<file path="src/rtl/rqs_pkg.sv">
`default_nettype none
package rqs_pkg;

   localparam int READY_DEPTH = 16;
   localparam int CPU_MAX     = 4;
   localparam int ADDR_W      = $clog2(READY_DEPTH);
   localparam int CNT_W       = $clog2(READY_DEPTH + 1);
   localparam int CPU_W       = 2;
   localparam int NCPU_W      = 3;
   localparam int ENTRY_W     = 16;

   localparam logic [2:0] MODE_WAKE      = 3'd0;
   localparam logic [2:0] MODE_PREEMPT   = 3'd1;
   localparam logic [2:0] MODE_YIELD     = 3'd2;
   localparam logic [2:0] MODE_TERMINATE = 3'd3;
   localparam logic [2:0] MODE_IDLE      = 3'd4;

   localparam logic [1:0] ERR_NONE     = 2'd0;
   localparam logic [1:0] ERR_FULL     = 2'd1;
   localparam logic [1:0] ERR_NO_PROC  = 2'd2;

   localparam logic REG_POLICY = 1'b0;
   localparam logic REG_CPUS   = 1'b1;

   typedef struct packed {
      logic [2:0] mode;
      logic [1:0] cpu_index;
      logic [7:0] proc_id;
      logic [7:0] proc_priority;
   } req_type;

   typedef struct packed {
      logic       dispatched;
      logic [7:0] dispatch_pid;
      logic       preempt_request;
      logic [1:0] preempt_cpu;
      logic [1:0] error_code;
   } rsp_type;

   typedef struct packed {
      logic              policy;
      logic [NCPU_W-1:0] cpus_in_use;
   } cfg_type;

   typedef enum logic [2:0] {
      ST_IDLE,
      ST_EXEC,
      ST_SCHED,
      ST_SCAN,
      ST_PICK,
      ST_SHIFT,
      ST_DONE
   } state_type;

endpackage
`default_nettype wire

</file>
<file path="src/rtl/rqs_ram.sv">
`default_nettype none
module rqs_ram #(
   parameter int DATA_W = 16,
   parameter int ADDR_W = 4
) (
   input  wire logic              clock,
   input  wire logic              we,
   input  wire logic [ADDR_W-1:0] waddr,
   input  wire logic [DATA_W-1:0] wdata,
   input  wire logic [ADDR_W-1:0] raddr,
   output logic      [DATA_W-1:0] rdata
);
   logic [DATA_W-1:0] mem [(1 << ADDR_W)];

   always_ff @(posedge clock) begin
      if (we) begin
         mem[waddr] <= wdata;
      end
      rdata <= mem[raddr];
   end
endmodule
`default_nettype wire

</file>
<file path="src/rtl/rqs_ctrl.sv">
`default_nettype none
module rqs_ctrl (
   input  wire logic                          clock,
   input  wire logic                          reset,
   input  wire rqs_pkg::cfg_type              cfg,
   input  wire logic                          req_valid,
   output logic                               req_stall,
   input  wire rqs_pkg::req_type              req_data,
   output logic                               rsp_valid,
   input  wire logic                          rsp_stall,
   output rqs_pkg::rsp_type                   rsp_data,
   output logic                               mem_we,
   output logic [rqs_pkg::ADDR_W-1:0]         mem_waddr,
   output logic [rqs_pkg::ENTRY_W-1:0]        mem_wdata,
   output logic [rqs_pkg::ADDR_W-1:0]         mem_raddr,
   input  wire logic [rqs_pkg::ENTRY_W-1:0]   mem_rdata
);
   rqs_pkg::state_type state_ff, state_in;
   rqs_pkg::req_type   req_ff, req_in;
   rqs_pkg::rsp_type   res_ff, res_in;
   rqs_pkg::rsp_type   rsp_data_ff, rsp_data_in;
   logic               rsp_valid_ff, rsp_valid_in;

   logic [rqs_pkg::ADDR_W-1:0] head_ff, head_in;
   logic [rqs_pkg::CNT_W-1:0]  count_ff, count_in;
   logic [rqs_pkg::CNT_W-1:0]  idx_ff, idx_in;
   logic [rqs_pkg::ADDR_W-1:0] cmp_idx_ff, cmp_idx_in;
   logic [rqs_pkg::ADDR_W-1:0] best_idx_ff, best_idx_in;
   logic [7:0]                 best_pid_ff, best_pid_in;
   logic [7:0]                 best_prio_ff, best_prio_in;

   logic [rqs_pkg::CPU_MAX-1:0] run_valid_ff, run_valid_in;
   logic [7:0] run_pid_ff  [rqs_pkg::CPU_MAX];
   logic [7:0] run_pid_in  [rqs_pkg::CPU_MAX];
   logic [7:0] run_prio_ff [rqs_pkg::CPU_MAX];
   logic [7:0] run_prio_in [rqs_pkg::CPU_MAX];

   logic [rqs_pkg::NCPU_W-1:0] ncpu;
   logic                       served;
   logic                       full;
   logic                       out_free;
   logic                       all_busy, found;
   logic [7:0]                 low;
   logic [rqs_pkg::CPU_W-1:0]  low_cpu;
   logic [7:0]                 cur_pid, cur_prio;
   logic                       better;

   always_comb begin
      if (cfg.cpus_in_use == '0) begin
         ncpu = rqs_pkg::NCPU_W'(1);
      end else if (cfg.cpus_in_use > rqs_pkg::NCPU_W'(rqs_pkg::CPU_MAX)) begin
         ncpu = rqs_pkg::NCPU_W'(rqs_pkg::CPU_MAX);
      end else begin
         ncpu = cfg.cpus_in_use;
      end
   end

   assign served   = {1'b0, req_ff.cpu_index} < ncpu;
   assign full     = count_ff == rqs_pkg::CNT_W'(rqs_pkg::READY_DEPTH);
   assign out_free = !rsp_valid_ff || !rsp_stall;
   assign cur_pid  = mem_rdata[15:8];
   assign cur_prio = mem_rdata[7:0];
   assign better   = cfg.policy ? (cur_prio > best_prio_ff) : (cur_pid < best_pid_ff);

   // victim search for priority preemption: first lowest running priority
   always_comb begin
      all_busy = 1'b1;
      found    = 1'b0;
      low      = req_ff.proc_priority;
      low_cpu  = '0;
      for (int i = 0; i < rqs_pkg::CPU_MAX; i++) begin
         if (rqs_pkg::NCPU_W'(i) < ncpu) begin
            if (!run_valid_ff[i]) begin
               all_busy = 1'b0;
            end else if (run_prio_ff[i] < low) begin
               low     = run_prio_ff[i];
               low_cpu = rqs_pkg::CPU_W'(i);
               found   = 1'b1;
            end
         end
      end
   end

   // next state
   always_comb begin
      state_in = state_ff;
      unique case (state_ff)
         rqs_pkg::ST_IDLE: begin
            if (req_valid) state_in = rqs_pkg::ST_EXEC;
         end
         rqs_pkg::ST_EXEC: begin
            state_in = rqs_pkg::ST_DONE;
            if (req_ff.mode != rqs_pkg::MODE_WAKE && served) begin
               case (req_ff.mode) inside
                  rqs_pkg::MODE_PREEMPT: begin
                     if (run_valid_ff[req_ff.cpu_index] && !full)
                        state_in = rqs_pkg::ST_SCHED;
                  end
                  rqs_pkg::MODE_YIELD, rqs_pkg::MODE_TERMINATE: begin
                     if (run_valid_ff[req_ff.cpu_index]) state_in = rqs_pkg::ST_SCHED;
                  end
                  rqs_pkg::MODE_IDLE: state_in = rqs_pkg::ST_SCHED;
                  default: state_in = rqs_pkg::ST_DONE;
               endcase
            end
         end
         rqs_pkg::ST_SCHED: begin
            state_in = (count_ff == '0) ? rqs_pkg::ST_DONE : rqs_pkg::ST_SCAN;
         end
         rqs_pkg::ST_SCAN: begin
            if (idx_ff == count_ff) state_in = rqs_pkg::ST_PICK;
         end
         rqs_pkg::ST_PICK: begin
            state_in = ({1'b0, best_idx_ff} == count_ff - 1'b1) ?
                       rqs_pkg::ST_DONE : rqs_pkg::ST_SHIFT;
         end
         rqs_pkg::ST_SHIFT: begin
            if (idx_ff + rqs_pkg::CNT_W'(2) >= count_ff) state_in = rqs_pkg::ST_DONE;
         end
         rqs_pkg::ST_DONE: begin
            if (out_free) state_in = rqs_pkg::ST_IDLE;
         end
         default: state_in = rqs_pkg::ST_IDLE;
      endcase
   end

   // datapath and outputs
   always_comb begin
      req_in       = req_ff;
      res_in       = res_ff;
      rsp_data_in  = rsp_data_ff;
      rsp_valid_in = rsp_valid_ff && rsp_stall;
      head_in      = head_ff;
      count_in     = count_ff;
      idx_in       = idx_ff;
      cmp_idx_in   = cmp_idx_ff;
      best_idx_in  = best_idx_ff;
      best_pid_in  = best_pid_ff;
      best_prio_in = best_prio_ff;
      run_valid_in = run_valid_ff;
      run_pid_in   = run_pid_ff;
      run_prio_in  = run_prio_ff;
      mem_we       = 1'b0;
      mem_waddr    = head_ff - 1'b1;
      mem_wdata    = {req_ff.proc_id, req_ff.proc_priority};
      mem_raddr    = head_ff;
      req_stall    = state_ff != rqs_pkg::ST_IDLE;

      unique case (state_ff)
         rqs_pkg::ST_IDLE: begin
            if (req_valid) begin
               req_in = req_data;
               res_in = '0;
            end
         end
         rqs_pkg::ST_EXEC: begin
            if (req_ff.mode == rqs_pkg::MODE_WAKE) begin
               if (full) begin
                  res_in.error_code = rqs_pkg::ERR_FULL;
               end else begin
                  mem_we   = 1'b1;
                  head_in  = head_ff - 1'b1;
                  count_in = count_ff + 1'b1;
                  if (cfg.policy && all_busy && found) begin
                     res_in.preempt_request = 1'b1;
                     res_in.preempt_cpu     = low_cpu;
                  end
               end
            end else if (served) begin
               case (req_ff.mode) inside
                  rqs_pkg::MODE_PREEMPT: begin
                     if (!run_valid_ff[req_ff.cpu_index]) begin
                        res_in.error_code = rqs_pkg::ERR_NO_PROC;
                     end else if (full) begin
                        res_in.error_code = rqs_pkg::ERR_FULL;
                     end else begin
                        mem_we    = 1'b1;
                        mem_wdata = {run_pid_ff[req_ff.cpu_index],
                                     run_prio_ff[req_ff.cpu_index]};
                        head_in   = head_ff - 1'b1;
                        count_in  = count_ff + 1'b1;
                        run_valid_in[req_ff.cpu_index] = 1'b0;
                     end
                  end
                  rqs_pkg::MODE_YIELD, rqs_pkg::MODE_TERMINATE: begin
                     if (!run_valid_ff[req_ff.cpu_index])
                        res_in.error_code = rqs_pkg::ERR_NO_PROC;
                     else
                        run_valid_in[req_ff.cpu_index] = 1'b0;
                  end
                  rqs_pkg::MODE_IDLE: run_valid_in[req_ff.cpu_index] = 1'b0;
                  default: res_in = '0;
               endcase
            end
         end
         rqs_pkg::ST_SCHED: begin
            // read logical entry 0; compare starts next cycle
            mem_raddr  = head_ff;
            idx_in     = rqs_pkg::CNT_W'(1);
            cmp_idx_in = '0;
         end
         rqs_pkg::ST_SCAN: begin
            if (cmp_idx_ff == '0 || better) begin
               best_idx_in  = cmp_idx_ff;
               best_pid_in  = cur_pid;
               best_prio_in = cur_prio;
            end
            mem_raddr  = head_ff + idx_ff[rqs_pkg::ADDR_W-1:0];
            cmp_idx_in = idx_ff[rqs_pkg::ADDR_W-1:0];
            if (idx_ff != count_ff) idx_in = idx_ff + 1'b1;
         end
         rqs_pkg::ST_PICK: begin
            run_valid_in[req_ff.cpu_index] = 1'b1;
            run_pid_in[req_ff.cpu_index]   = best_pid_ff;
            run_prio_in[req_ff.cpu_index]  = best_prio_ff;
            res_in.dispatched   = 1'b1;
            res_in.dispatch_pid = best_pid_ff;
            mem_raddr = head_ff + best_idx_ff + 1'b1;
            idx_in    = {1'b0, best_idx_ff};
            if ({1'b0, best_idx_ff} == count_ff - 1'b1) count_in = count_ff - 1'b1;
         end
         rqs_pkg::ST_SHIFT: begin
            // close the gap: entry k takes entry k+1, next read is k+2
            mem_we    = 1'b1;
            mem_waddr = head_ff + idx_ff[rqs_pkg::ADDR_W-1:0];
            mem_wdata = mem_rdata;
            mem_raddr = head_ff + idx_ff[rqs_pkg::ADDR_W-1:0] + rqs_pkg::ADDR_W'(2);
            if (idx_ff + rqs_pkg::CNT_W'(2) >= count_ff)
               count_in = count_ff - 1'b1;
            else
               idx_in = idx_ff + 1'b1;
         end
         rqs_pkg::ST_DONE: begin
            if (out_free) begin
               rsp_valid_in = 1'b1;
               rsp_data_in  = res_ff;
            end
         end
         default: res_in = res_ff;
      endcase
   end

   always_ff @(posedge clock) begin
      if (reset) begin
         state_ff     <= rqs_pkg::ST_IDLE;
         rsp_valid_ff <= 1'b0;
         head_ff      <= '0;
         count_ff     <= '0;
         run_valid_ff <= '0;
      end else begin
         state_ff     <= state_in;
         rsp_valid_ff <= rsp_valid_in;
         head_ff      <= head_in;
         count_ff     <= count_in;
         run_valid_ff <= run_valid_in;
      end
   end

   always_ff @(posedge clock) begin
      req_ff       <= req_in;
      res_ff       <= res_in;
      rsp_data_ff  <= rsp_data_in;
      idx_ff       <= idx_in;
      cmp_idx_ff   <= cmp_idx_in;
      best_idx_ff  <= best_idx_in;
      best_pid_ff  <= best_pid_in;
      best_prio_ff <= best_prio_in;
      run_pid_ff   <= run_pid_in;
      run_prio_ff  <= run_prio_in;
   end

   assign rsp_valid = rsp_valid_ff;
   assign rsp_data  = rsp_data_ff;
endmodule
`default_nettype wire

</file>
<file path="src/rtl/ready_queue_cpu_scheduler.sv">
// Ready-queue CPU scheduler with optional static-priority preemption.
// Request channel (req_valid/req_stall/req_data): one scheduling event each
// (wake, preempt, yield, terminate, idle). Response channel (rsp_valid/
// rsp_stall/rsp_data): exactly one response per request, in order.
// CSR port (APB style, pready tied high): 0x0 policy, 0x4 cpus_in_use.
// Write CSRs only while no request is outstanding.
// Timing: one request at a time; req_stall is high from accept until the
// response is loaded into the output register.
// The ready-list RAM has one read port, so the scan reads one entry
// a cycle and removal moves one entry a cycle toward the head.
// The list lives in a circular RAM (head pointer + count); running table
// is four registers. Reset empties the list and idles all CPUs at once,
// no clearing pass. A stalled response holds in the output register while
// the next request is accepted and worked on.
`default_nettype none
module ready_queue_cpu_scheduler (
   input  wire logic             clock,
   input  wire logic             reset,
   input  wire logic             req_valid,
   output logic                  req_stall,
   input  wire rqs_pkg::req_type req_data,
   output logic                  rsp_valid,
   input  wire logic             rsp_stall,
   output rqs_pkg::rsp_type      rsp_data,
   input  wire logic             csr_psel,
   input  wire logic             csr_penable,
   input  wire logic             csr_pwrite,
   input  wire logic [2:0]       csr_paddr,
   input  wire logic [31:0]      csr_pwdata,
   output logic [31:0]           csr_prdata,
   output logic                  csr_pready
);
   rqs_pkg::cfg_type cfg_ff, cfg_in;

   logic                        mem_we;
   logic [rqs_pkg::ADDR_W-1:0]  mem_waddr, mem_raddr;
   logic [rqs_pkg::ENTRY_W-1:0] mem_wdata, mem_rdata;

   // CSR write decode on register index (paddr bit 2)
   always_comb begin
      cfg_in = cfg_ff;
      if (csr_psel && csr_penable && csr_pwrite) begin
         unique case (csr_paddr[2])
            rqs_pkg::REG_POLICY: cfg_in.policy      = csr_pwdata[0];
            rqs_pkg::REG_CPUS:   cfg_in.cpus_in_use = csr_pwdata[rqs_pkg::NCPU_W-1:0];
            default:             cfg_in = cfg_ff;
         endcase
      end
   end

   always_ff @(posedge clock) begin
      if (reset) begin
         cfg_ff.policy      <= 1'b0;
         cfg_ff.cpus_in_use <= rqs_pkg::NCPU_W'(1);
      end else begin
         cfg_ff <= cfg_in;
      end
   end

   always_comb begin
      unique case (csr_paddr[2])
         rqs_pkg::REG_POLICY: csr_prdata = {31'd0, cfg_ff.policy};
         rqs_pkg::REG_CPUS:   csr_prdata = {29'd0, cfg_ff.cpus_in_use};
         default:             csr_prdata = '0;
      endcase
   end

   assign csr_pready = 1'b1;

   rqs_ram #(
      .DATA_W (rqs_pkg::ENTRY_W),
      .ADDR_W (rqs_pkg::ADDR_W)
   ) u_ram (
      .clock (clock),
      .we    (mem_we),
      .waddr (mem_waddr),
      .wdata (mem_wdata),
      .raddr (mem_raddr),
      .rdata (mem_rdata)
   );

   rqs_ctrl u_ctrl (
      .clock     (clock),
      .reset     (reset),
      .cfg       (cfg_ff),
      .req_valid (req_valid),
      .req_stall (req_stall),
      .req_data  (req_data),
      .rsp_valid (rsp_valid),
      .rsp_stall (rsp_stall),
      .rsp_data  (rsp_data),
      .mem_we    (mem_we),
      .mem_waddr (mem_waddr),
      .mem_wdata (mem_wdata),
      .mem_raddr (mem_raddr),
      .mem_rdata (mem_rdata)
   );
endmodule
`default_nettype wire
</file>
<file path="config.mk">
export PLATFORM = sky130hd
export DESIGN_NAME = ready_queue_cpu_scheduler
export DESIGN_NICKNAME = d
export VERILOG_FILES = /design/src/rtl/rqs_pkg.sv /design/src/rtl/rqs_ram.sv /design/src/rtl/rqs_ctrl.sv /design/src/rtl/ready_queue_cpu_scheduler.sv
export SDC_FILE = /design/constraint.sdc
export NUM_CORES = 1
export LEC_CHECK = 0
export BUFFER_PORTS_ARGS = -buffer_cell sky130_fd_sc_hd__clkbuf_2
export CAP_MARGIN = 20
export CELL_PAD_IN_SITES_DETAIL_PLACEMENT = 1
export CELL_PAD_IN_SITES_GLOBAL_PLACEMENT = 1
export CORE_MARGIN = 5
export CORE_UTILIZATION = 35
export CTS_BUF_LIST = sky130_fd_sc_hd__clkbuf_8 sky130_fd_sc_hd__clkbuf_16
export CTS_CLUSTER_SIZE = 8
export DETAILED_ROUTE_END_ITERATION = 6
export PLACE_DENSITY_LB_ADDON = 0.25
export SLEW_MARGIN = 0
export SYNTH_ARGS = -nofsm -noshare
export SYNTH_HDL_FRONTEND = slang
export SYNTH_SLANG_ARGS = --single-unit
</file>
<file path="constraint.sdc">
create_clock -name clock -period 8.4 [get_ports clock]
set_input_delay 0.84 -clock clock [delete_from_list [all_inputs] [get_ports clock]]
set_output_delay 0.84 -clock clock [all_outputs]
set_load 0.05 [all_outputs]
</file>
==> summary.md, run 1 <==
| Metric | Value |
|---|---|
| Count of pins over their slew limit | 0 |
| Critical Path RT | about 8.6 ns |
| Pin count of the biggest net entering global routing | between 50 and 60 |
| Worst hold endpoint | u_ctrl.req_ff[8]$_DFFE_PP_ |
| Sw Pwr | 2.70 mW |
| Grt ovf | 0 |
| ANT cells | 0 |
| Cells after Synth | 1347 |
| Final Wtd Congestion | about 0.76 |
| Floorplan core area | between 0.05 and 0.06 mm^2 |
| DRC | 0 |
| Total GRT Usage | between 10% and 20% |
| Worst skew pair latency | roughly 0.63 ns |
| Hold_sp | req_data[8] |
| Seq/Total Area, Yosys | between 60 and 70% |
| Fin cells | approximately 2200 |
| Top-count cell post-synth | edfxtp_1 |
| First-pass GRT wire length | about 73 mm |
| Post-DRT Antenna Nets | 0 |
| Clk slew on worst S/H paths | 0.05 ns |
| Worst Reg-to-Reg Cells | 25 |
| Yosys top cell by area | edfxtp_1 |
| Hold bufs inserted after CTS | 0 |
| Multi-input logic area | 0.00656 mm^2 |
| Comb power frac | roughly 34% |
| Drt first-iter violations | ~760 |
| Initial core utilization | a little over a third |
| Final Routed Wirelength | between 40 and 50 mm |
| LEAKAGE | about 8.7 nW |
| Internal | 5.19 mW |
| Hold Fails Final Rpt | 0 |
| Reg-to-Reg End | u_ctrl.res_ff[4]$_SDFFCE_PN0P_ |
| Worst Path Arrival | around 7.9 ns |
| Reg-to-reg slack, setup | just under 0.8 ns |
| Initial antenna violation count | 1 |
| Worst-margin pin slew | 1.06 ns |
| CP max FO | 17 |
| Area Growth Syn to Fin | 15.4% |
| Crit. End Element | flop |
| Switching share of power | 34.2% |
| CTS tree | built |
| Synth top cells by count | 398 x edfxtp_1, 246 x mux2i_1, 64 x nor2_1 |
| Sequential share of power | between 30% and 40% |
| CTS Root Cell | clkbuf_16 |
| Top post-synthesis cells by area | edfxtp_1 60%, mux2i_1 12%, dfxtp_1 3.7% |
| Die height | 248 um |
| Die area | 0.0614 mm^2 |
| Routed vias/inst | approximately 5 |
| DP Cell Count | 2129 |
| Vias after detailed routing | about 11000 |
| FFs w/ async S/R, synth | 0% |
| Worst hold stages | 1 |
| Worst R2R Start | u_ctrl.req_ff[3]$_DFFE_PP_ |
| Synth top area share | 60.4% |
| # rows | 87 |
| Minimum clock period | ~7.6 ns |
| Number of flops mapped to enable cells by yosys | 398 |
| Clk_skew | 0.0491 ns |
| Final setup fails | 0 |
| Max Clock Freq | between 0.1 and 0.15 GHz |
| Final period util | 90.6% |
| Nets | 1567 |
| Relative slew slack | between 20% and 30% |
| Post-CTS Repair Setup Buffers | 0 |
| Status | finished, final reports clean |
| Post-DR wirelength/cell | ~22 um |
| Synthesized cell area | slightly below 0.02 mm^2 |
| Clock Sinks | between 400 and 500 |
| I/O Buffers | 50 |
| Crit path launch type | flop |
| DR pass1 iterations | 5 |
| Worst hold path class | primary input to flop |
| Unrepaired setup endpoints after global routing | no |
| Chip width | ~250 um |
| I/O pins | about 110 |
| Clock buffer depth | 3 |
| Number of synthesized register bits | 435 |
| VDD IR max | 175 uV |
| H-tree Lvls | 2 |
| Cell variety after synth | 74 |
| CTS buffer count | 60 |
| Most used flip-flop cell after synthesis | edfxtp_1 |
| Setup Crit Path Kind | flop to flop |
| Max Cap Viol | 0 |
| TNS Setup | 0 ns |
| Fraction of layout cells with a size suffix above 1 | ~15% |
| Clock power frac | between 20% and 30% |
| Synth warn | 0 |
| Pwr Density | around 350 mW/mm^2 |
| Register area | about 0.013 mm^2 |
| DP HPWL | ~32 mm |
| Vias in the first global route | about 12000 |
| Syn Area/Cell | about 15 um^2 |
| Fill count | just under 6000 |
| Post-CTS sizing | 0 |
[power by group through the flow]
stage,Sequential [mW],Combinational (mW),Clock [mW]
after detailed placement,3.04,2.71,0
after global routing,3.02,2.97,2.35
after global placement,3.03,2.63,0
final,2.99,2.72,2.18
after floorplan,2.97,2.01,0
after CTS,3.00,2.72,2.25
[sequential cells by signal (all words and copies together) (netlist names), named ones only]
| signal | cells |
|---|---|
| u_ctrl.run_pid_ff | 32 |
| u_ctrl.req_ff | 21 |
| u_ctrl.best_pid_ff | 8 |
| u_ctrl.rsp_valid | 1 |
| u_ctrl.res_ff | 14 |
| u_ram.rdata | 16 |
| u_ctrl.run_prio_ff | 32 |
| u_ctrl.best_idx_ff | 4 |
| cfg_ff | 4 |
| u_ctrl.best_prio_ff | 8 |
| u_ram.mem | 256 |
| u_ctrl.cmp_idx_ff | 4 |
| u_ctrl.head_ff | 4 |
| u_ctrl.rsp_data | 14 |
| u_ctrl.count_ff | 5 |
| u_ctrl.idx_ff | 5 |
| u_ctrl.state_ff | 3 |
[worst max-delay path: stages (launching register included)]
cell,delay (ns)
edfxtp_1,0.41
inv_1,0.13
ha_1,0.27
a211oi_2,0.21
o21ai_2,0.12
a21oi_4,0.47
a21oi_1,0.18
ha_1,0.34
and4_1,0.22
and2_1,0.17
o221ai_1,0.14
mux2i_2,0.55
or2_1,0.37
a21o_1,0.20
ha_1,0.24
a2111oi_0,0.79
o2111ai_1,0.30
o211a_1,0.37
mux2_4,0.36
ha_1,0.31
a21o_1,0.16
a21oi_1,0.18
o21ai_0,0.10
nor3_1,0.18
o21ai_1,0.14
a31oi_1,0.35
[cell type report]
| cell class | instances | share of cell area, % |
|---|---|---|
| clock inverter | 48 | 1.05 |
| inverter | 55 | 0.905 |
| timing repair buffer | 101 | 2.91 |
| sequential | 435 | 55.6 |
| multi-input combinational | 790 | 28.7 |
| clock buffer | 61 | 6.64 |
| tap | 756 | 4.15 |
[kinds of logic (layout without fill, tap and decap cells)]
kind of cell               Yosys count  after routing  share of synthesized area, %
DFF                                435            435                          64.2
xor gates and xnor gates            30             30                          1.33
adders and majority gates           61             61                          3.93
buffers and inverters              150            265                          3.75
muxes                              272            272                          15.0
AOI/OAI and AO/OA                  203            203                          6.84
and+or+nand+nor                    194            194                          4.91
other                                2             30                        0.0380
[layout by cell type, fill, tap and decap left out, drive strengths merged, types with 4 or more instances in the layout]
master / netlist / final
edfxtp: 398 / 398
mux2i: 246 / 246
clkbuf: 26 / 114
inv: 54 / 99
nor2: 66 / 66
ha: 59 / 59
buf: 69 / 48
a21oi: 47 / 47
o21ai: 42 / 42
dfxtp: 37 / 37
a22oi: 36 / 36
conb: 2 / 30
nand2: 28 / 28
nor3: 23 / 23
a21o: 20 / 20
xnor2: 18 / 18
mux4: 17 / 17
nand3: 16 / 16
xor2: 12 / 12
nand2b: 9 / 9
a31oi: 9 / 9
mux2: 9 / 9
nor2b: 8 / 8
a211oi: 8 / 8
and2: 7 / 7
nor3b: 6 / 6
or3: 5 / 5
nand4: 5 / 5
o31ai: 5 / 5
nand3b: 4 / 4
a211o: 4 / 4
nor4: 4 / 4
or4: 4 / 4
clkinv: 1 / 4
[metrics by stage]
stage / instance area, um^2 / power, mW / hold slack, ns / setup slack [ns] / utilization, %
global placement: 20900 / 5.66 / 0.406 / 0.769 / 37.3
CTS: 22700 / 7.97 / 0.348 / 0.576 / 40.5
global route: 22800 / 8.34 / 0.355 / 0.0630 / 40.6
floorplan: 19900 / 4.97 / 0.400 / 2.03 / -
finish: 22800 / 7.89 / 0.395 / 0.788 / 40.6
detailed placement: 21000 / 5.75 / 0.406 / 0.625 / 37.3
[how the worst max path moves through the flow]
stage	startpoint	endpoint	slack, ns	cells after the start
floorplan	u_ctrl.run_prio_ff[25]$_DFFE_PP_	u_ctrl.res_ff[2]$_SDFFCE_PN0P_	2.03	29
detailed placement	u_ctrl.req_ff[1]$_DFFE_PP_	u_ctrl.res_ff[3]$_SDFFCE_PN0P_	0.62	25
CTS	u_ctrl.req_ff[3]$_DFFE_PP_	u_ctrl.res_ff[4]$_SDFFCE_PN0P_	0.58	25
global placement	u_ctrl.req_ff[1]$_DFFE_PP_	u_ctrl.res_ff[4]$_SDFFCE_PN0P_	0.77	25
global route	u_ctrl.req_ff[1]$_DFFE_PP_	u_ctrl.res_ff[4]$_SDFFCE_PN0P_	0.06	27
finish	u_ctrl.req_ff[3]$_DFFE_PP_	u_ctrl.res_ff[4]$_SDFFCE_PN0P_	0.79	25
[layer usage]
metal  part of all wire [%]  GRT usage (%)  vias up  wire (um)
met1                     47           21.9     5875      22800
met5                      0              0        -          0
met2                     47           25.8      212      23000
li1                       -              -     5308          -
met3                    3.9           2.39       57       1890
met4                    1.8           3.75        0        879
(Power assumes the default switching activity.)
==> run 2, diff against run 1 <==
==> constraint.sdc (replaced) <==
create_clock -name clock -period 7.6 [get_ports clock]
set_input_delay 0.76 -clock clock [delete_from_list [all_inputs] [get_ports clock]]
set_output_delay 0.76 -clock clock [all_outputs]
set_load 0.05 [all_outputs]
==> run 2 against run 1 <==
  * Sequential power increased by 11%
  * Fmax is 9.5% higher
  * Combinational power is 9.9% higher
  * First-iteration DRC count is 9.2% lower
  * Routed wire length hardly changed
  * Hold slack got worse by 0.056 ns
  * Sequential share of layout area is essentially flat
  * Core utilization about the same
  * Critical path type unchanged
  * Largest power group unchanged
==> summary.md, run 2 (synthesis results as in run 1) <==
| Metric | Value |
|---|---|
| Status | finished, final reports clean (unchanged) |
| Final Wtd Congestion | 0.776 (was 0.757) |
| Vias after detailed routing | 11395 (was 11452) |
| Total GRT Usage | 15.8% (was 15.6%) |
| Final Routed Wirelength | 48.6 mm (about the same) |
| Area Growth Syn to Fin | 15.4% (about the same) |
| Final setup fails | 0 (unchanged) |
| Nets | 1570 (was 1567) |
| First-pass GRT wire length | 74.2 mm (was 73.1 mm) |
| Hold bufs inserted after CTS | 0 (unchanged) |
| Pin count of the biggest net entering global routing | 129 (was 55) |
| Initial core utilization | 35.2% (unchanged) |
| ANT cells | 0 (unchanged) |
| Setup crit start | u_ctrl.req_ff[3]$_DFFE_PP_ (unchanged) |
| Vias in the first global route | 12093 (was 11946) |
| Critical Path RT | 7.87 ns (was 8.64 ns) |
| DRC | 0 (unchanged) |
| Reg-to-reg slack, setup | 0.65 ns (was 0.79 ns) |
| Worst setup path endpoint | u_ctrl.res_ff[2]$_SDFFCE_PN0P_ (was u_ctrl.res_ff[4]$_SDFFCE_PN0P_) |
| Max Clock Freq | 0.144 GHz (was 0.131 GHz) |
| Max FFs per register | 256 (unchanged) |
| Clk_skew | 0.0444 ns (was 0.0491 ns) |
| Die area | 0.0614 mm^2 (unchanged) |
| Crit. End Element | flop (unchanged) |
| Post-DR wirelength/cell | 21.6 um (about the same) |
| Count of pins over their slew limit | 0 (unchanged) |
| Routed vias/inst | 5.07 (was 5.10) |
| Unrepaired setup endpoints after global routing | no (unchanged) |
| H-tree Lvls | 2 (unchanged) |
| Grt ovf | 0 (unchanged) |
| Minimum clock period | 6.95 ns (was 7.61 ns) |
| Final design utilization | 40.7% (was 40.6%) |
| Pwr Density | 383 mW/mm^2 (was 346 mW/mm^2) |
| Most frequent CP cell | ha_1 (unchanged) |
| Initial antenna violation count | 0 (was 1) |
| Max Cap Viol | 0 (unchanged) |
| Clock Sinks | 435 (unchanged) |
| Final hold slack | 0.339 ns (was 0.395 ns) |
| Final period util | 91.5% (was 90.6%) |
| I/O pins | 112 (unchanged) |
| CTS tree | built (unchanged) |
| CTS Root Cell | clkbuf_16 (unchanged) |
| Post-CTS Repair Setup Buffers | 0 (unchanged) |
| Floorplan core area | 0.0562 mm^2 (unchanged) |
| # rows | 87 (unchanged) |
| Clock buffer depth | 3 (unchanged) |
| Clk slew on worst S/H paths | 0.06 ns (was 0.05 ns) |
| Worst Reg-to-Reg Cells | 29 (was 25) |
| Hold Fails Final Rpt | 0 (unchanged) |
| Most flop-heavy register | u_ram.mem (unchanged) |
| Delay of the slowest cell on the worst path | 0.41 ns (was 0.79 ns) |
| CP max FO | 10 (was 17) |
| TNS Setup | 0 ns (unchanged) |
| I/O Buffers | 50 (unchanged) |
| Die height | 248 um (unchanged) |
| Fraction of layout cells with a size suffix above 1 | 15.4% (about the same) |
| LEAKAGE | 8.74 nW (was 8.73 nW) |
| Chip width | 248 um (unchanged) |
| Worst path slowest cell | edfxtp_1 (was a2111oi_0) |
| VDD IR max | 477 uV (was 175 uV) |
| Commonest non-fill, non-tap cell in the layout | edfxtp_1 (unchanged) |
| Top Registers | u_ram.mem (256), u_ctrl.run_pid_ff (32), u_ctrl.run_prio_ff (32) (unchanged) |
| Post-CTS sizing | 0 (unchanged) |
| DR pass1 iterations | 4 (was 5) |
| Worst R2R Start | u_ctrl.req_ff[3]$_DFFE_PP_ (unchanged) |
| Worst hold path class | primary input to flop (unchanged) |
| Relative slew slack | 29.2% (was 29.1%) |
| Drt first-iter violations | 687 (was 757) |
| Reg-to-Reg End | u_ctrl.res_ff[2]$_SDFFCE_PN0P_ (was u_ctrl.res_ff[4]$_SDFFCE_PN0P_) |
| Crit path launch type | flop (unchanged) |
| Fill count | 5803 (was 5775) |
| Post-DRT Antenna Nets | 0 (unchanged) |
| CTS buffer count | 60 (unchanged) |
| Worst skew pair latency | 0.63 ns (about the same) |
| Commonest cells after routing, fill and taps aside | 398 x edfxtp_1, 246 x mux2i_1, 95 x inv_1 (was 398 x edfxtp_1, 245 x mux2i_1, 94 x inv_1) |
| Worst-margin pin slew | 1.05 ns (was 1.06 ns) |
| Setup Crit Path Kind | flop to flop (unchanged) |
| DP HPWL | 30.7 mm (was 31.6 mm) |
| Worst Path Arrival | 7.22 ns (was 7.86 ns) |
-- run 2: cell count changes in the layout (fill, tap and decap cells not counted), sizes merged --
cell / change
inv: +1
clkbuf: -3
buf: +5
-- run 2: final cells by class --
class	instances	area (um^2)	area share, %
clock inverters	49	243	1.06
inverters	55	206	0.904
clock buffers	60	1500	6.57
multi-input cells	790	6560	28.7
flip-flops and latches	435	12700	55.6
well taps	756	946	4.14
repair buffers	104	691	3.02
-- run 2: how the worst min path moves through the flow --
| stage | slack, ns | cells past startpoint | to | from |
|---|---|---|---|---|
| after CTS | 0.30 | 1 | u_ctrl.req_ff[17]$_DFFE_PP_ | req_data[17] |
| after global routing | 0.30 | 1 | u_ctrl.req_ff[17]$_DFFE_PP_ | req_data[17] |
| after global placement | 0.41 | 0 | u_ctrl.rsp_data[11]$_DFFE_PP_ | u_ctrl.res_ff[11]$_SDFFCE_PN0P_ |
| after floorplan | 0.40 | 0 | u_ctrl.rsp_data[10]$_DFFE_PP_ | u_ctrl.res_ff[10]$_SDFFCE_PN0P_ |
| after detailed placement | 0.41 | 0 | u_ctrl.rsp_data[4]$_DFFE_PP_ | u_ctrl.res_ff[4]$_SDFFCE_PN0P_ |
| final | 0.34 | 1 | u_ctrl.req_ff[19]$_DFFE_PP_ | req_data[19] |
-- run 2: stage by stage --
stage / std cells / total power [mW] / area, um^2 / setup WS [ns]
after CTS: 2236 / 8.80 / 22700 / 0.596
after global routing: 2249 / 9.25 / 22800 / 0.169
after floorplan: 1375 / 5.50 / 19900 / 1.23
after global placement: 2126 / 6.26 / 21000 / 0.731
final: 2249 / 8.74 / 22800 / 0.648
after detailed placement: 2127 / 6.34 / 21000 / 0.628
-- run 2: routing by layer --
layer | up-vias | global-route usage (%) | wire length [um] | part of all wire (%)
li1 | 5320 | - | - | -
met3 | 69 | 2.51 | 1710 | 3.5
met5 | - | 0 | 0 | 0
met4 | 0 | 4.03 | 925 | 1.9
met2 | 189 | 26.2 | 23100 | 48
met1 | 5817 | 22.0 | 22800 | 47
-- run 2: worst max-delay path: cells and delay by family (launching register included) --
| kind | cells | cell delay, ns |
|---|---|---|
| fa+ha+maj | 4 | 1.16 |
| compound gates | 14 | 2.78 |
| buf+inv | 2 | 0.33 |
| flops | 1 | 0.41 |
| mux | 2 | 0.51 |
| simple gates | 7 | 1.45 |
-- run 2: power by group --
part	leakage [nW]	internal (mW)	total (mW)	switching, mW
clock network	1.01	1.41	2.42	1.01
logic	3.83	1.22	2.99	1.77
registers	3.90	3.12	3.33	0.207
